[config.mk]
export PLATFORM = sky130hd
export DESIGN_NAME = scan_to_occupancy_grid_flat
export DESIGN_NICKNAME = d
export VERILOG_FILES = /design/src/rtl/sog_pkg.sv /design/src/rtl/sog_if.sv /design/src/rtl/sog_front.sv /design/src/rtl/sog_fifo.sv /design/src/rtl/sog_back.sv /design/src/rtl/scan_to_occupancy_grid.sv /design/src/flat_wrapper.sv
export SDC_FILE = /design/constraint.sdc
export NUM_CORES = 2
export LEC_CHECK = 0
export BUFFER_PORTS_ARGS = -buffer_cell sky130_fd_sc_hd__clkbuf_2
export CAP_MARGIN = 20
export CORE_AREA = 2 2 455 367
export DETAILED_ROUTE_END_ITERATION = 10
export DIE_AREA = 0 0 457 369
export GPL_ROUTABILITY_DRIVEN = 0
export PLACE_DENSITY = 0.64
export SYNTH_ARGS = -nofsm -noshare
export SYNTH_HDL_FRONTEND = slang
export SYNTH_SLANG_ARGS = --single-unit
[constraint.sdc]
create_clock -name clk -period 6.6 [get_ports clk]
set_clock_uncertainty 0.2 [all_clocks]
set_input_delay 0.99 -clock clk [delete_from_list [all_inputs] [get_ports clk]]
set_output_delay 0.99 -clock clk [all_outputs]
set_load 0.03 [all_outputs]
[src/rtl/sog_pkg.sv]
`default_nettype none
package sog_pkg;

  localparam int GridW = 20;
  localparam int GridH = 20;
  localparam int CordicN = 16;
  localparam logic [15:0] Kinv = 16'd39797;

  localparam logic [1:0] RegAngleStart = 2'd0;
  localparam logic [1:0] RegAngleStep  = 2'd1;
  localparam logic [1:0] RegRangeFloor = 2'd2;
  localparam logic [1:0] RegRangeCeil  = 2'd3;

  localparam logic ReqPose  = 1'b0;
  localparam logic ReqRange = 1'b1;
  localparam logic KindPose = 1'b0;
  localparam logic KindRow  = 1'b1;

  // Work item handed from the front to the back part.
  typedef struct packed {
    logic        is_pose;
    logic        hit;
    logic        scan_end;
    logic [15:0] range;
    logic [15:0] angle;
    logic [15:0] turns;
    logic [15:0] pos_x;
    logic [15:0] pos_y;
  } work_t;

  function automatic logic [23:0] atan_lut(input logic [3:0] i);
    logic [23:0] v;
    case (i)
      4'd0: v = 24'd2097152;  4'd1: v = 24'd1238021;
      4'd2: v = 24'd654136;   4'd3: v = 24'd332050;
      4'd4: v = 24'd166669;   4'd5: v = 24'd83416;
      4'd6: v = 24'd41718;    4'd7: v = 24'd20860;
      4'd8: v = 24'd10430;    4'd9: v = 24'd5215;
      4'd10: v = 24'd2608;    4'd11: v = 24'd1304;
      4'd12: v = 24'd652;     4'd13: v = 24'd326;
      4'd14: v = 24'd163;     4'd15: v = 24'd81;
      default: v = 24'd0;
    endcase
    return v;
  endfunction

endpackage
`default_nettype wire

[src/rtl/sog_if.sv]
`default_nettype none
interface sog_req_if;
  logic        valid;
  logic        ready;
  logic        req_type;
  logic [15:0] pose_x;
  logic [15:0] pose_y;
  logic [15:0] yaw_in;
  logic [15:0] range_value;
  logic        scan_end;
  modport source (output valid, req_type, pose_x, pose_y, yaw_in, range_value, scan_end,
                  input ready);
  modport sink (input valid, req_type, pose_x, pose_y, yaw_in, range_value, scan_end,
                output ready);
endinterface

interface sog_res_if;
  logic        valid;
  logic        ready;
  logic        result_kind;
  logic [4:0]  row_index;
  logic [19:0] row_cells;
  logic [15:0] turn_total;
  logic        run_last;
  modport source (output valid, result_kind, row_index, row_cells, turn_total, run_last,
                  input ready);
  modport sink (input valid, result_kind, row_index, row_cells, turn_total, run_last,
                output ready);
endinterface

interface sog_cfg_if;
  logic        valid;
  logic        ready;
  logic [1:0]  index;
  logic [15:0] data;
  modport source (output valid, index, data, input ready);
  modport sink (input valid, index, data, output ready);
endinterface
`default_nettype wire

[src/rtl/sog_front.sv]
`default_nettype none
module sog_front (
  input  wire logic           clk,
  input  wire logic           rst,
  sog_req_if.sink             req,
  sog_cfg_if.sink             cfg,
  output sog_pkg::work_t      work,
  output logic                work_valid,
  input  wire logic           work_ready
);
  logic [15:0] angle_start, angle_step, range_floor, range_ceiling;
  logic [15:0] beam_index, last_yaw;
  logic signed [15:0] turn_count, turn_next;
  logic signed [15:0] robot_x, robot_y;
  logic [31:0] beam_prod;
  logic [16:0] dn, up;
  logic        fire;

  assign cfg.ready  = 1'b1;
  assign req.ready  = work_ready;
  assign work_valid = req.valid;
  assign fire       = req.valid & work_ready;
  assign beam_prod  = beam_index * angle_step;
  assign dn = {1'b0, last_yaw} - {1'b0, req.yaw_in};
  assign up = {1'b0, req.yaw_in} - {1'b0, last_yaw};

  always_comb begin
    turn_next = turn_count;
    if (!dn[16] && dn > 17'd32768) begin
      if (turn_count != 16'sh7fff) turn_next = turn_count + 16'sd1;
    end else if (!up[16] && up > 17'd32768) begin
      if (turn_count != 16'sh8000) turn_next = turn_count - 16'sd1;
    end
  end

  // Carry the position with each item so queued samples keep their own pose.
  always_comb begin
    work.is_pose  = (req.req_type == sog_pkg::ReqPose);
    work.hit      = (req.range_value >= range_floor) && (req.range_value <= range_ceiling);
    work.scan_end = req.scan_end;
    work.range    = req.range_value;
    work.angle    = angle_start + beam_prod[15:0] + last_yaw;
    work.turns    = work.is_pose ? turn_next : turn_count;
    work.pos_x    = robot_x;
    work.pos_y    = robot_y;
  end

  always_ff @(posedge clk) begin
    if (rst) begin
      angle_start <= 16'd0; angle_step <= 16'd182;
      range_floor <= 16'd0; range_ceiling <= 16'hffff;
      beam_index <= 16'd0; last_yaw <= 16'd0; turn_count <= 16'sd0;
      robot_x <= 16'sd0; robot_y <= 16'sd0;
    end else begin
      if (cfg.valid) begin
        case (cfg.index)
          sog_pkg::RegAngleStart: angle_start   <= cfg.data;
          sog_pkg::RegAngleStep:  angle_step    <= cfg.data;
          sog_pkg::RegRangeFloor: range_floor   <= cfg.data;
          sog_pkg::RegRangeCeil:  range_ceiling <= cfg.data;
          default: ;
        endcase
      end
      if (fire) begin
        if (work.is_pose) begin
          robot_x <= req.pose_x; robot_y <= req.pose_y;
          last_yaw <= req.yaw_in; turn_count <= turn_next;
        end else begin
          beam_index <= req.scan_end ? 16'd0 : beam_index + 16'd1;
        end
      end
    end
  end
endmodule
`default_nettype wire

[src/rtl/sog_fifo.sv]
`default_nettype none
module sog_fifo (
  input  wire logic      clk,
  input  wire logic      rst,
  input  sog_pkg::work_t in_item,
  input  wire logic      in_valid,
  output logic           in_ready,
  output sog_pkg::work_t out_item,
  output logic           out_valid,
  input  wire logic      out_ready
);
  sog_pkg::work_t mem [2];
  logic       wp, rp;
  logic [1:0] cnt;

  assign in_ready  = (cnt != 2'd2);
  assign out_valid = (cnt != 2'd0);
  assign out_item  = mem[rp];

  always_ff @(posedge clk) begin
    if (in_valid && in_ready) mem[wp] <= in_item;
  end

  always_ff @(posedge clk) begin
    if (rst) begin
      wp <= 1'b0; rp <= 1'b0; cnt <= 2'd0;
    end else begin
      if (in_valid && in_ready) wp <= ~wp;
      if (out_valid && out_ready) rp <= ~rp;
      cnt <= cnt + 2'((in_valid && in_ready) ? 1 : 0) - 2'((out_valid && out_ready) ? 1 : 0);
    end
  end
endmodule
`default_nettype wire

[src/rtl/sog_back.sv]
`default_nettype none
module sog_back #(
  parameter int GRID_W = sog_pkg::GridW,
  parameter int GRID_H = sog_pkg::GridH
) (
  input  wire logic          clk,
  input  wire logic          rst,
  input  sog_pkg::work_t     work,
  input  wire logic          work_valid,
  output logic               work_ready,
  sog_res_if.source          res
);
  localparam int RW = (GRID_H > 1) ? $clog2(GRID_H) : 1;
  localparam int CW = (GRID_W > 1) ? $clog2(GRID_W) : 1;

  typedef enum logic [4:0] {
    S_IDLE = 5'b00001, S_MUL = 5'b00010, S_ROT = 5'b00100,
    S_MARK = 5'b01000, S_EMIT = 5'b10000
  } state_t;

  state_t state;
  sog_pkg::work_t cur;
  logic [GRID_W-1:0] grid [GRID_H];
  logic signed [42:0] x, y, z;
  logic [3:0] it;
  logic [RW-1:0] row;
  logic signed [16:0] a;
  logic signed [42:0] dx, dy, px, py, cx, cy;
  logic signed [42:0] zs;
  logic [31:0] prod;
  logic neg;

  assign work_ready = (state == S_IDLE) && !res.valid;

  // Pre-rotate angles beyond a quarter turn by a half turn.
  always_comb begin
    a = 17'(signed'(work.angle));
    neg = 1'b0;
    if (a > 17'sd16384) begin neg = 1'b1; a = a - 17'sd32768; end
    else if (a < -17'sd16384) begin neg = 1'b1; a = a + 17'sd32768; end
  end

  assign prod = cur.range * sog_pkg::Kinv;
  assign dx = y >>> it;
  assign dy = x >>> it;
  assign zs = 43'(signed'({1'b0, sog_pkg::atan_lut(it)}));
  assign px = (43'($signed(cur.pos_x)) <<< 16) + x + (43'(GRID_W / 2) <<< 24);
  assign py = (43'($signed(cur.pos_y)) <<< 16) + y + (43'(GRID_H / 2) <<< 24);
  assign cx = px >>> 24;
  assign cy = py >>> 24;

  always_ff @(posedge clk) begin
    if (rst) begin
      state <= S_IDLE; res.valid <= 1'b0;
      for (int k = 0; k < GRID_H; k++) grid[k] <= '0;
    end else begin
      if (res.valid && res.ready && state != S_EMIT) res.valid <= 1'b0;
      case (state)
        S_IDLE: if (work_valid && work_ready) begin
          cur <= work;
          z <= 43'(a) <<< 8;
          y <= '0;
          it <= 4'd0;
          row <= '0;
          x <= neg ? 43'sd1 : 43'sd0;
          if (work.is_pose) begin
            res.valid <= 1'b1;
            res.result_kind <= sog_pkg::KindPose;
            res.row_index <= 5'd0; res.row_cells <= 20'd0;
            res.turn_total <= work.turns; res.run_last <= 1'b1;
          end else if (work.hit) state <= S_MUL;
          else if (work.scan_end) state <= S_EMIT;
        end
        S_MUL: begin
          x <= (x == 43'sd1) ? -43'(signed'({1'b0, prod})) : 43'(signed'({1'b0, prod}));
          state <= S_ROT;
        end
        S_ROT: begin
          if (!z[42]) begin x <= x - dx; y <= y + dy; z <= z - zs; end
          else begin x <= x + dx; y <= y - dy; z <= z + zs; end
          it <= it + 4'd1;
          if (it == 4'(sog_pkg::CordicN - 1)) state <= S_MARK;
        end
        S_MARK: begin
          if (cx >= 0 && cx < GRID_W && cy >= 0 && cy < GRID_H)
            grid[cy[RW-1:0]][cx[CW-1:0]] <= 1'b1;
          state <= cur.scan_end ? S_EMIT : S_IDLE;
        end
        S_EMIT: if (!res.valid || res.ready) begin
          res.valid <= 1'b1;
          res.result_kind <= sog_pkg::KindRow;
          res.row_index <= 5'(row);
          res.row_cells <= 20'(grid[row]);
          res.turn_total <= cur.turns;
          res.run_last <= (row == RW'(GRID_H - 1));
          grid[row] <= '0;
          if (row == RW'(GRID_H - 1)) state <= S_IDLE;
          else row <= row + RW'(1);
        end
        default: state <= S_IDLE;
      endcase
    end
  end
endmodule
`default_nettype wire

[src/rtl/scan_to_occupancy_grid.sv]
`default_nettype none
// Scan-to-occupancy-grid marker. Pose items latch position and yaw, unwrap the
// yaw into a saturating turn count and answer with one acknowledgement item.
// Range samples in the window are rotated by a 16-step CORDIC (one step per
// cycle) and mark one cell of a GRID_W x GRID_H map of 1 m cells; the sample
// flagged as scan end sends every row out and clears it. The front part
// classifies items and a two-entry queue decouples it from the back part.
// Flow: the back part takes no new item while its acknowledgement or a row is
// still waiting to be taken, nor while it works on an in-window sample (accept,
// gain multiply, 16 CORDIC steps, mark); on scan end it sends the rows out in
// order, each one as the previous one is taken.
module scan_to_occupancy_grid #(
  parameter int GRID_W = sog_pkg::GridW,
  parameter int GRID_H = sog_pkg::GridH
) (
  input wire logic clk,
  input wire logic rst,
  sog_req_if.sink   req,
  sog_res_if.source res,
  sog_cfg_if.sink   cfg
);
  sog_pkg::work_t f_work, b_work;
  logic f_valid, f_ready, b_valid, b_ready;

  // Front: classify the item and hold pose state.
  sog_front u_front (
    .clk, .rst, .req, .cfg,
    .work(f_work), .work_valid(f_valid), .work_ready(f_ready)
  );

  sog_fifo u_fifo (
    .clk, .rst,
    .in_item(f_work), .in_valid(f_valid), .in_ready(f_ready),
    .out_item(b_work), .out_valid(b_valid), .out_ready(b_ready)
  );

  // Back: rotate, mark and emit rows. Each sample carries the position that
  // held when it was accepted, so a later pose item cannot disturb it.
  sog_back #(.GRID_W(GRID_W), .GRID_H(GRID_H)) u_back (
    .clk, .rst,
    .work(b_work), .work_valid(b_valid), .work_ready(b_ready),
    .res
  );
endmodule
`default_nettype wire

[src/flat_wrapper.sv]
// flat-port wrapper written by rule: the top's interface ports become plain ports
module scan_to_occupancy_grid_flat 
#(
  parameter int GRID_W = sog_pkg::GridW,
  parameter int GRID_H = sog_pkg::GridH
)
  (clk, rst, req_valid, req_req_type, req_pose_x, req_pose_y, req_yaw_in, req_range_value, req_scan_end, req_ready, res_valid, res_result_kind, res_row_index, res_row_cells, res_turn_total, res_run_last, res_ready, cfg_valid, cfg_index, cfg_data, cfg_ready);
  sog_req_if req_i ();
  sog_res_if res_i ();
  sog_cfg_if cfg_i ();
  input wire logic clk;
  input wire logic rst;
  input wire logic [$bits(req_i.valid)-1:0] req_valid;
  input wire logic [$bits(req_i.req_type)-1:0] req_req_type;
  input wire logic [$bits(req_i.pose_x)-1:0] req_pose_x;
  input wire logic [$bits(req_i.pose_y)-1:0] req_pose_y;
  input wire logic [$bits(req_i.yaw_in)-1:0] req_yaw_in;
  input wire logic [$bits(req_i.range_value)-1:0] req_range_value;
  input wire logic [$bits(req_i.scan_end)-1:0] req_scan_end;
  output wire logic [$bits(req_i.ready)-1:0] req_ready;
  output wire logic [$bits(res_i.valid)-1:0] res_valid;
  output wire logic [$bits(res_i.result_kind)-1:0] res_result_kind;
  output wire logic [$bits(res_i.row_index)-1:0] res_row_index;
  output wire logic [$bits(res_i.row_cells)-1:0] res_row_cells;
  output wire logic [$bits(res_i.turn_total)-1:0] res_turn_total;
  output wire logic [$bits(res_i.run_last)-1:0] res_run_last;
  input wire logic [$bits(res_i.ready)-1:0] res_ready;
  input wire logic [$bits(cfg_i.valid)-1:0] cfg_valid;
  input wire logic [$bits(cfg_i.index)-1:0] cfg_index;
  input wire logic [$bits(cfg_i.data)-1:0] cfg_data;
  output wire logic [$bits(cfg_i.ready)-1:0] cfg_ready;
  assign req_i.valid = req_valid;
  assign req_i.req_type = req_req_type;
  assign req_i.pose_x = req_pose_x;
  assign req_i.pose_y = req_pose_y;
  assign req_i.yaw_in = req_yaw_in;
  assign req_i.range_value = req_range_value;
  assign req_i.scan_end = req_scan_end;
  assign req_ready = req_i.ready;
  assign res_valid = res_i.valid;
  assign res_result_kind = res_i.result_kind;
  assign res_row_index = res_i.row_index;
  assign res_row_cells = res_i.row_cells;
  assign res_turn_total = res_i.turn_total;
  assign res_run_last = res_i.run_last;
  assign res_i.ready = res_ready;
  assign cfg_i.valid = cfg_valid;
  assign cfg_i.index = cfg_index;
  assign cfg_i.data = cfg_data;
  assign cfg_ready = cfg_i.ready;
  scan_to_occupancy_grid #(.GRID_W(GRID_W), .GRID_H(GRID_H)) u_core (.clk(clk), .rst(rst), .req(req_i), .res(res_i), .cfg(cfg_i));
endmodule
==> reports/qor.log <==
qor: routing.remaining_drc_errors 0
qor: routing.detailroute.via_count 61342
qor: synthesis.synth-seq-cells 1234
qor: floorplan.fp-row-count 133
qor: synthesis.asyncSetResetFlopFracSynth 0
qor: synthesis.top_cells_by_instance_count_after_synthesis nor2_1 (1396), edfxtp_1 (1052), nand2_1 (655)
qor: synthesis.synthesis.nets 8563
qor: synthesis.yosys_most_used_dff edfxtp_1
qor: worst_setup_path.worst_setup_path_start_kind register
qor: floorplan.fp.dieH 369 um
qor: clock_network.clock_tree.buffer_depth 3
qor: placement.io_buffer_count 133
qor: synthesis.seq_area_frac_synth 0.432
qor: synthesis.synth_largest_type_area_fraction 0.387
qor: clock_network.clkTransAtPathRegs 0.06 ns
qor: placement.hpwlAfterDp 160000 um
qor: worst_setup_path.critical-path-top-delay-family adder cells
qor: clock_network.clock_tree.root_cell clkbuf_16
qor: run_status.violations_in_the_final_reports negative setup slack
qor: clock_network.cts_buffers 134
qor: routing.drtAntennaViolNets 0
qor: global_routing.grt_antenna_before_repair 2
qor: floorplan.initial_core_util 0.499
qor: worst_setup_path.worstPathCellList inv_2 > fa_1 > fa_1 > inv_1 > fa_1 > fa_1 > fa_1 > inv_2 > fa_1 > inv_2 > ha_4 > buf_4 > buf_6 > nor3_4 > nor2_2 > and2_4 > or4_4 > o211ai_1 > o211ai_1 > or4_4 > buf_4 > nor2_4 > a311o_1 > o21ai_1
qor: worst_setup_path.timing.critical_path.slowest_cell_delay 0.56 ns
qor: global_routing.grt_usage 0.266
qor: worst_setup_path.endpoint_kind register
qor: synthesis.netlist_area 81600 um2
qor: worst_setup_path.worstSetupPathType register to register
qor: run_status.run_status finished, violations left
qor: cells_and_area.seq_area 35300 um2
qor: synthesis.synthDominantAreaCellType edfxtp_1
qor: worst_setup_path.worst_path_most_repeated_cell fa_1
qor: sta.timing.slew.headroom 0.250
qor: sta.slew_at_the_pin_closest_to_its_max_slew_limit 1.12 ns
qor: synthesis.synth-edff-count 1052
qor: global_routing.congestion_overflow_gr 0
qor: placement.pre_cts_slack -0.464 ns
qor: synthesis.postSynthCellCount 7778
qor: floorplan.ioPinCount 135
qor: clock_network.number_of_buffers_inserted_by_hold_repair_at_cts 0
qor: floorplan.floorplan.core_area 164000 um2
qor: routing.routed_wirelength 227000 um
qor: floorplan.die_width 457 um
qor: cells_and_area.multi_input_comb_area 43200 um2
qor: floorplan.fp.dieArea 169000 um2
qor: worst_setup_path.slowest_stage or4_4
qor: routing.drt_first_iter_violations 6639
qor: placement.post_dp_cell_area 86200 um2
qor: cells_and_area.fillCellCount 13980
qor: global_routing.grt_pass1_vias 60091
qor: clock_network.tritoncts done
qor: cells_and_area.ratio_of_cells_with_drive_above_1_in_the_final_layout 0.172
qor: sta.setup_viol 24
qor: synthesis.yosys.cell_count.top_type nor2_1
qor: sta.setup_repair_after_global_routing_missed_its_margin true
qor: synthesis.ys.warnings.count 0
qor: cells_and_area.layout-area-overhead-vs-synth 12.0%
qor: sta.final.period_utilization 1.04
qor: sta.final_count_of_pins_violating_max_slew 0
qor: clock_network.cts.sink_count 1234
qor: global_routing.grt_pass1_wl 349000 um
qor: synthesis.synth.area.top_cells edfxtp_1 (39%), mux4_2 (7.4%), ha_1 (7.4%), nor2_1 (6.4%), fa_1 (5.3%)
qor: worst_setup_path.worst-endpoint-required 6.89 ns
qor: global_routing.grt_start_max_net_pins 139
qor: cells_and_area.finalNetCount 8732
qor: synthesis.postSynthAreaPerCell 10.5 um2
qor: sta.final.setup.worst_slack -0.277 ns
qor: worst_setup_path.cp.arrival 7.17 ns
qor: sta.hold_vio_cnt_final 0
qor: clock_network.h_tree_depth 4
qor: routing.drt_via_density 6.01
qor: worst_setup_path.cp_buf_inv_count 7
qor: worst_setup_path.critical_path_peak_fanout 5
qor: sta.fmax 145 MHz
qor: sta.finalWorstPathRequiredPeriod 6.88 ns
qor: job.max-cap-violations 0
qor: routing.wire_per_inst 22.3 um
qor: cells_and_area.layout.cell_area.non_filler 91400 um2
qor: synthesis.ys_types 117
qor: min_path.timing.hold.worst.class register to register
qor: routing.drt_pass1_iterations 6
qor: clock_network.clk_latency 0.79 ns
-- metal layers --
| metal | share of wire | GRT usage |
|---|---|---|
| met4 | 0.030 | 0.0799 |
| met1 | 0.44 | 0.387 |
| met3 | 0.091 | 0.0463 |
| met5 | 0 | 0 |
| met2 | 0.44 | 0.407 |
-- worst reg2reg max path: cells and delay by family, from the launching register on --
family / cells / cell delay [ns]
AND/OR/NAND/NOR: 6 / 1.43
AO/OA/AOI/OAI: 4 / 0.72
adder cells (fa/ha/maj): 7 / 3.15
flip-flops: 1 / 0.42
buffers and inverters: 7 / 0.68
-- sequential cells by signal (all words and copies together), names as in the netlist, 16 cells and up, named ones only --
name	count
u_core.u_front.robot_y	16
u_core.u_back.res.row_cells	20
u_core.u_front.angle_step	16
u_core.u_back.res.turn_total	16
u_core.u_front.last_yaw	16
u_core.u_back.z	43
u_core.u_front.robot_x	16
u_core.u_front.range_ceiling	16
u_core.u_back.x	43
u_core.u_back.cur	65
u_core.u_back.zs	22
u_core.u_fifo.mem	166
u_core.u_front.turn_count	16
u_core.u_back.y	43
u_core.u_front.angle_start	16
u_core.u_front.beam_index	16
u_core.u_back.grid	640
u_core.u_front.range_floor	16
-- worst paths after layout --
kind	startpoint	to	slack [ns]	cells after the start
hold reg to reg	u_core.u_front.robot_y[7]	u_core.u_fifo.mem[1][7]	0.25	0
setup / recovery	u_core.u_back.cur[73]	u_core.u_back.x[39]	-0.28	24
setup reg to reg	u_core.u_back.cur[73]	u_core.u_back.x[39]	-0.28	24
hold / removal	u_core.u_front.robot_y[7]	u_core.u_fifo.mem[1][7]	0.25	0
-- through the flow --
stage	hold slack, ns	std cells	utilization	setup TNS, ns
floorplan	0.225	7778	-	-3.23
global placement	0.232	9915	0.526	-6.07
global route	0.240	10212	0.558	-11.51
detailed placement	0.243	9916	0.526	-7.88
finish	0.248	10213	0.558	-4.77
CTS	0.207	10171	0.554	-2.67
-- cells in the final DEF (no fill, tap or decap), types with 193 or more instances in the layout --
master,synthesis,layout
xnor2_1,194,193
inv_1,504,489
o21ai_0,220,204
a21oi_1,412,375
fa_1,215,214
nand2_1,655,653
mux4_2,270,284
buf_4,6,383
edfxtp_1,1052,1052
nor2_1,1396,1384
ha_1,481,475
-- final cells by class --
class,instances,area share
multi-input cells,5521,0.473
flip-flops and latches,1234,0.386
repair buffers,548,0.0444
clock buffers,164,0.0380
well taps,2160,0.0296
inverters,508,0.0210
clock inverters,77,0.00868
diodes,1,0.0000274
-- what timing repair did --
item,CTS,global route
gates cloned,0,1
setup endpoints to repair,22,35
pin swaps,49,57
buffers inserted,14,34
gates resized for setup,43,95
-- cell families after synthesis --
family	Yosys count	share of synthesized area
simple gates	2706	0.145
buf+inv	1023	0.0512
mux	522	0.112
flops	1234	0.432
xor+xnor	362	0.0388
other cells	1	0.0000459
fa+ha+maj	696	0.126
compound gates	1234	0.0952
Power is left out: the tool's default activity adds up to more than one toggle a clock period on the data nets, which glitch-free logic cannot reach.
